### config.mk
export PLATFORM = sky130hd
export DESIGN_NAME = six_joint_servo_ramp_core
export DESIGN_NICKNAME = d
export VERILOG_FILES = /design/src/rtl/sjsr_pkg.sv /design/src/rtl/six_joint_servo_ramp_core.sv
export SDC_FILE = /design/constraint.sdc
export NUM_CORES = 1
export LEC_CHECK = 0
export ABC_AREA = 1
export BUFFER_PORTS_ARGS = -buffer_cell sky130_fd_sc_hd__buf_4
export CAP_MARGIN = 20
export CORE_UTILIZATION = 46
export DETAILED_ROUTE_END_ITERATION = 12
export GPL_TIMING_DRIVEN = 0
export SYNTH_ARGS = -nofsm -noshare
export SYNTH_HDL_FRONTEND = slang
export SYNTH_SLANG_ARGS = --single-unit
### constraint.sdc
create_clock -name clk -period 14.72 [get_ports clk]
set_input_delay 1.472 -clock clk [delete_from_list [all_inputs] [get_ports clk]]
set_output_delay 1.472 -clock clk [all_outputs]
set_load 0.01 [all_outputs]
### src/rtl/sjsr_pkg.sv
// ----------------------------------------------------------------------------
// sjsr_pkg: shared types and constants for the six joint servo ramp
// Holds position and step types, item and register codes, clamp limits,
// reset values and the per-joint goal bias used by the goal conversion.
// ----------------------------------------------------------------------------
package sjsr_pkg;

  localparam int NUM_JOINTS  = 6;
  localparam int NUM_STEPPED = 4;

  typedef logic [10:0] pos_t;
  typedef logic [7:0]  step_t;
  typedef logic [2:0]  joint_t;
  typedef logic [2:0]  cfg_idx_t;

  // Item codes.
  localparam logic OP_TICK     = 1'b0;
  localparam logic OP_SET_GOAL = 1'b1;

  // Configuration register indexes.
  localparam cfg_idx_t CFG_STEP_TURN   = 3'd0;
  localparam cfg_idx_t CFG_STEP_BIG    = 3'd1;
  localparam cfg_idx_t CFG_STEP_MEDIUM = 3'd2;
  localparam cfg_idx_t CFG_STEP_SMALL  = 3'd3;

  localparam joint_t GRIPPER     = 3'd5;
  localparam joint_t JOINT_LIMIT = 3'd6;

  localparam pos_t BASE_POS  = 11'd700;
  localparam pos_t GRIP_MIN  = 11'd450;
  localparam pos_t GRIP_MAX  = 11'd1000;
  localparam pos_t JOINT_MIN = 11'd200;
  localparam pos_t JOINT_MAX = 11'd1200;

  localparam logic [8:0] FINE_MARGIN = 9'd5;

  // Reciprocal of three in 17 fractional bits, exact for dividends below 2^17.
  localparam logic [16:0] RECIP3     = 17'd43691;
  localparam int          RECIP3_SHR = 17;
  // Bias that makes the dividend non-negative: 4098 = 3 * 1366.
  localparam logic [13:0] DIV_BIAS   = 14'd4098;

  localparam step_t STEP_RESET [NUM_STEPPED] = '{8'd7, 8'd5, 8'd13, 8'd20};
  localparam pos_t  GOAL_RESET [NUM_JOINTS]  =
    '{11'd675, 11'd720, 11'd700, 11'd650, 11'd700, 11'd700};

  // 700 - 1366 + joint offset, added to the biased quotient.
  localparam logic signed [13:0] GOAL_BASE [NUM_JOINTS] =
    '{-14'sd691, -14'sd646, -14'sd666, -14'sd716, -14'sd666, -14'sd666};

endpackage

### src/rtl/six_joint_servo_ramp_core.sv
// ----------------------------------------------------------------------------
// six_joint_servo_ramp_core: slew-rate limiter for six servo positions
// Converts set-goal angles into clamped pulse goals and, on every tick
// transaction, ramps joints 0..3 toward them and moves joints 4 and 5 onto them.
// ----------------------------------------------------------------------------
//
// Usage:
//   The input channel (in_valid/in_ready) carries one transaction per item:
//   in_op selects a tick (advance all joints) or a set goal for in_joint with
//   in_angle in sixteenths of a degree. Every accepted transaction produces
//   exactly one result transaction on the output channel (out_valid/out_ready)
//   carrying the six current positions after the item took effect.
//   The configuration channel (cfg_valid/cfg_ready, always ready) writes the
//   coarse step of joints 0..3; indexes four and up are ignored. Write it only
//   while no transaction is in flight.
//   An accepted item is first captured in the input register; its effect then
//   lands in the position registers, which drive the result ports directly.
//   The block takes one transaction per cycle while the result receiver does
//   not stall; the goal conversion (one 14 by 17 bit multiply by the reciprocal
//   of three) and the ramp compare set the register-to-register path.
//   Reset puts every joint at 700, the goals at their rest values and the step
//   registers at 7, 5, 13 and 20. When the receiver stalls, the result holds
//   and the input register keeps one more item, after which in_ready drops.
//
module six_joint_servo_ramp_core
  import sjsr_pkg::*;
(
  input  logic        clk,
  input  logic        rst_n,
  // Input channel
  input  logic        in_valid,
  output logic        in_ready,
  input  logic        in_op,
  input  logic [2:0]  in_joint,
  input  logic signed [12:0] in_angle,
  // Result channel
  output logic        out_valid,
  input  logic        out_ready,
  output logic [10:0] out_pos_turn,
  output logic [10:0] out_pos_big,
  output logic [10:0] out_pos_medium,
  output logic [10:0] out_pos_small,
  output logic [10:0] out_pos_wrist,
  output logic [10:0] out_pos_paw,
  // Configuration channel
  input  logic        cfg_valid,
  output logic        cfg_ready,
  input  logic [2:0]  cfg_index,
  input  logic [7:0]  cfg_data
);

  // Input register stage.
  logic        s1_valid_r, s1_valid_nxt;
  logic        s1_op_r;
  joint_t      s1_joint_r;
  logic signed [12:0] s1_angle_r;

  logic        out_valid_r, out_valid_nxt;
  logic        advance;

  // Block state. The position registers double as the result register.
  pos_t  cur_r  [NUM_JOINTS];
  pos_t  cur_nxt[NUM_JOINTS];
  pos_t  goal_r [NUM_JOINTS];
  step_t step_r [NUM_STEPPED];

  // Goal conversion signals.
  logic [13:0]        div_num;
  logic [30:0]        div_prod;
  logic [11:0]        div_quot;
  logic               joint_ok;
  joint_t             joint_sel;
  logic signed [13:0] goal_raw;
  pos_t               goal_new;

  // Moves one joint toward its goal: a fine step of one when close,
  // otherwise the coarse step, which cannot overshoot.
  function automatic pos_t ramp(input pos_t cur, input pos_t goal, input step_t s);
    logic [11:0] gap;
    logic [11:0] lim;
    logic        fine;
    pos_t        delta;
    gap   = (goal < cur) ? 12'(cur - goal) : 12'(goal - cur);
    lim   = 12'({1'b0, s} + FINE_MARGIN);
    fine  = gap < lim;
    delta = fine ? 11'd1 : 11'(s);
    if (goal < cur) begin
      ramp = cur - delta;
    end else if (goal > cur) begin
      ramp = cur + delta;
    end else begin
      ramp = cur;
    end
  endfunction

  function automatic logic [13:0] in_angle_ext(input logic signed [12:0] a);
    in_angle_ext = 14'({a[12], a});
  endfunction

  // Handshake: the second stage moves when the result slot is free or drains.
  assign advance       = s1_valid_r && (!out_valid_r || out_ready);
  assign in_ready      = !s1_valid_r || !out_valid_r || out_ready;
  assign s1_valid_nxt  = (in_valid && in_ready) || (s1_valid_r && !advance);
  assign out_valid_nxt = advance || (out_valid_r && !out_ready);
  assign cfg_ready     = 1'b1;

  // floor(angle / 3) through a biased, non-negative dividend.
  assign div_num   = 14'(in_angle_ext(s1_angle_r)) + DIV_BIAS;
  assign div_prod  = 31'(div_num) * 31'(RECIP3);
  assign div_quot  = div_prod[RECIP3_SHR +: 12];
  assign joint_ok  = s1_joint_r < JOINT_LIMIT;
  assign joint_sel = joint_ok ? s1_joint_r : '0;
  assign goal_raw  = $signed({2'b00, div_quot}) + GOAL_BASE[joint_sel];

  always_comb begin
    if (joint_sel == GRIPPER) begin
      if (goal_raw > $signed({3'b000, GRIP_MAX})) begin
        goal_new = GRIP_MAX;
      end else if (goal_raw < $signed({3'b000, GRIP_MIN})) begin
        goal_new = GRIP_MIN;
      end else begin
        goal_new = goal_raw[10:0];
      end
    end else begin
      if (goal_raw > $signed({3'b000, JOINT_MAX})) begin
        goal_new = JOINT_MAX;
      end else if (goal_raw < $signed({3'b000, JOINT_MIN})) begin
        goal_new = JOINT_MIN;
      end else begin
        goal_new = goal_raw[10:0];
      end
    end
  end

  // Tick update: ramped joints, then the two joints that follow their goal.
  always_comb begin
    for (int i = 0; i < NUM_STEPPED; i++) begin
      cur_nxt[i] = ramp(cur_r[i], goal_r[i], step_r[i]);
    end
    for (int i = NUM_STEPPED; i < NUM_JOINTS; i++) begin
      cur_nxt[i] = goal_r[i];
    end
  end

  always_ff @(posedge clk) begin
    if (!rst_n) begin
      s1_valid_r  <= 1'b0;
      out_valid_r <= 1'b0;
    end else begin
      s1_valid_r  <= s1_valid_nxt;
      out_valid_r <= out_valid_nxt;
    end
  end

  always_ff @(posedge clk) begin
    if (in_valid && in_ready) begin
      s1_op_r    <= in_op;
      s1_joint_r <= in_joint;
      s1_angle_r <= in_angle;
    end
  end

  always_ff @(posedge clk) begin
    if (!rst_n) begin
      for (int i = 0; i < NUM_JOINTS; i++) begin
        cur_r[i]  <= BASE_POS;
        goal_r[i] <= GOAL_RESET[i];
      end
    end else if (advance) begin
      if (s1_op_r == OP_TICK) begin
        for (int i = 0; i < NUM_JOINTS; i++) begin
          cur_r[i] <= cur_nxt[i];
        end
      end else if (joint_ok) begin
        goal_r[joint_sel] <= goal_new;
      end
    end
  end

  always_ff @(posedge clk) begin
    if (!rst_n) begin
      for (int i = 0; i < NUM_STEPPED; i++) begin
        step_r[i] <= STEP_RESET[i];
      end
    end else if (cfg_valid && cfg_ready) begin
      unique case (cfg_index)
        CFG_STEP_TURN:   step_r[0] <= cfg_data;
        CFG_STEP_BIG:    step_r[1] <= cfg_data;
        CFG_STEP_MEDIUM: step_r[2] <= cfg_data;
        CFG_STEP_SMALL:  step_r[3] <= cfg_data;
        default: ;
      endcase
    end
  end

  assign out_valid      = out_valid_r;
  assign out_pos_turn   = cur_r[0];
  assign out_pos_big    = cur_r[1];
  assign out_pos_medium = cur_r[2];
  assign out_pos_small  = cur_r[3];
  assign out_pos_wrist  = cur_r[4];
  assign out_pos_paw    = cur_r[5];

  // A stalled result must not be disturbed by items behind it.
  a_stall_holds: assert property (@(posedge clk) disable iff (!rst_n)
    out_valid_r && !out_ready |=> $stable(cur_r[0]) && $stable(cur_r[5]))
    else $error("positions changed while the result was stalled");

  // The input side only backs up when both stages are full and stalled.
  a_ready_low: assert property (@(posedge clk) disable iff (!rst_n)
    !in_ready |-> s1_valid_r && out_valid_r && !out_ready)
    else $error("input throttled without a full stalled pipeline");

  // On a tick the wrist lands exactly on its goal.
  a_wrist_jump: assert property (@(posedge clk) disable iff (!rst_n)
    advance && s1_op_r == OP_TICK |=> cur_r[4] == $past(goal_r[4]))
    else $error("wrist did not follow its goal on a tick");

  // The gripper goal stays inside its narrower clamp window.
  a_grip_range: assert property (@(posedge clk) disable iff (!rst_n)
    advance |=> goal_r[5] >= GRIP_MIN && goal_r[5] <= GRIP_MAX)
    else $error("gripper goal left its clamp range");

endmodule
==> impl_metrics.toml <==
[status]
status = "completed"

[setup_path]
cp_max_fo = 6
arrival_ps = 9420
slowest_stage = "fa_1"
cp.required_ps = 15000
slowest_delay_ps = 540
cp-start-kind = "register"
critPathKind = "register to register"
critical_path.most_common_cell = "nand2_1"
endpoint_kind = "register"

[yosys]
netlist-cell-type-count = 54
synth-compound-area-share_pct = 9.83
ys_ff_latch = 183
syn_inst = 2549
synthAdderAreaFrac_pct = 24.3
synth_enable_flop_cells = 181
yosysSeqAreaShare_pct = 27.8
synth_area_um2 = 19700
synthTopCellsByCount = "nand2_1, inv_1, ha_1"
synth_area_leaders = "edfxtp_1, ha_1, nand2_1"
synthXorXnorAreaFrac_pct = 5.48
yosysMostFrequentCell = "nand2_1"
post-synth-top-area-cell = "edfxtp_1"
syn_nets = 2923
synth_top_area_share_pct = 27.6
yosys_warnings = 0
synth_top_family_by_area = "adder cells"
synth-main-ff-cell = "edfxtp_1"
avgSynthCellArea_um2 = 7.72
async_reset_ff_share_pct = 0
synth_simple_gate_area_share_pct = 22.0
yosys-mux-area-fraction_pct = 0.153

[global_routing]
grt_usage_pct = 25.4
first_global_vias = 16400
antenna_found_initial = 1
grt_pass1_wl_mm = 85.8
grt_overflow_total = 0
grt_max_degree = 23

[cells_and_area]
syn_to_final_growth_pct = 11.1
drive_gt1_share_pct = 8.00
fin_nets = 3049
final_cells = 3227
final_area_um2 = 21900
antenna-diode-count = 0

[clocking]
clock-sinks = 183
post_cts_buffers = 0
cts_resized = 0
cts.clk_slew.worst_paths_ps = 80
clockBufferDepth = 2
hold_buffers = 0
root_buffer = "clkbuf_16"
clk_latency_ps = 470
tritoncts = "done"
h-tree-depth = 4
cts_made_buffers = 17

[sta]
tns_ps = 0
slew_violations = 0
tightest_slew_ps = 1030
slew_headroom_pct = 31.4
rsz0062_at_grt = "no"
fin_crit_sh_pct = 62.1
fin_crit_ps = 9150
clock-skew-final_ps = 15.3
finalHoldViolCount = 0
finalSetupViolCount = 0
clock.fmax_ghz = 0.109

[drt]
drc = 0
postRouteWirelength_mm = 54.7
vias = 16700
first_iter_violations = 1172
wire_per_inst_um = 16.9
postRouteAntennaNets = 0
viasPerCell = 5.18
firstDrtPassIters = 5

[floorplanning]
rows = 75
die_x_um = 209
start_util_pct = 46.8
die-area_um2 = 43600
core_um2 = 42000
ioPinCount = 102
dieHeight_um = 209

[pwr]
power-per-cell-area_nw_per_um2 = 191
p_leak_nw = 11.1
vdd_drop_max_mv = 0.303
total_power_mw = 4.19

[hold_path]
hold_path.class = "register to register"

[placement]
portBuffers = 100
place_inst = 3194
gp_congestion = 0.931
hpwl_mm = 45.6
placed_cell_area_um2 = 21200

[job]
maxCapViolCount = 0
[through the flow]
stage	hold WS, ps	util, %	setup WS, ps
floorplan	457	-	6950
global placement	468	50.2	5690
detailed placement	489	50.5	5680
CTS	500	52.0	5650
global route	505	52.0	5020
finish	498	52.0	5570
[worst max-delay path: cells and delay by family, from the launching register on]
kind	cells	cell delay, ps
AO/OA/AOI/OAI	4	940
buffers and inverters	6	460
adder cells (fa/ha/maj)	9	3780
XOR/XNOR	2	560
AND/OR/NAND/NOR	19	2760
flip-flops	1	450
[metal layers]
| metal | GRT usage (%) | share of wire [%] | vias to the layer above |
|---|---|---|---|
| met5 | 0 | 0 | - |
| li1 | - | - | 8458 |
| met1 | 34.7 | 46 | 7828 |
| met2 | 43.3 | 47 | 377 |
| met4 | 6.80 | 2.0 | 0 |
| met3 | 2.04 | 4.2 | 43 |
[placed cells by master (no fill, tap or decap), types with 4 or more instances in the layout]
cell type	Yosys	routed
o21a_1	6	6
nor4_1	4	4
a21o_1	16	16
buf_4	2	104
clkbuf_16	0	17
clkinv_8	0	5
a221oi_1	6	6
nand4_1	18	18
ha_1	273	273
fa_1	68	68
a211o_1	4	4
nand3_2	5	5
a21oi_1	150	150
clkbuf_1	21	21
inv_1	505	505
nand2_1	542	542
o21bai_1	21	21
edfxtp_1	181	181
xnor2_1	44	44
xor2_1	79	79
o41ai_1	4	4
nand3_1	127	127
nor3_1	28	27
nand2_2	8	8
inv_2	5	5
o211ai_1	4	4
o21ai_0	99	99
nor2_2	6	8
nand3b_1	6	6
a31oi_1	10	8
buf_2	5	6
nor2_1	238	236
or2_2	24	24
[registers in the layout (all words and copies together), names as in the netlist]
register    count
s1_angle_r     13
goal_r         66
cur_r          66
out_valid       1
s1_joint_r      3
s1_valid_r      1
s1_op_r         1
step_r         32
[path summary, 6_finish.rpt]
kind                            cells after the start  slack, ps           from           end
worst min-delay path                                2        500     s1_valid_r     out_valid
worst max-delay path                               40       5570  s1_angle_r[1]  goal_r[2][6]
worst min register to register                      2        500     s1_valid_r     out_valid
worst max register to register                     40       5570  s1_angle_r[1]  goal_r[2][6]
[cell families (layout without fill, tap and decap cells)]
group | count (synthesis) | after routing
AOI/OAI and AO/OA | 338 | 338
xor gates and xnor gates | 123 | 123
adders and majority gates | 341 | 341
buffers and inverters | 541 | 680
DFF | 183 | 183
muxes | 3 | 3
other | 1 | 1
and+or+nand+nor | 1019 | 1019
[report_power, final]
part	switching, mW	internal (mW)
Clock	0.257	0.238
Combinational	1.98	1.08
Sequential	0.0282	0.602
[final cells by class]
type,instances,area [um^2]
fill,4070,20200
multi-input combinational,1825,12200
sequential,183,5480
inverter,510,1910
timing repair buffer,107,852
tap,539,674
clock buffer,17,425
clock inverter,15,210
buffer,31,130
(Power assumes the default switching activity.)
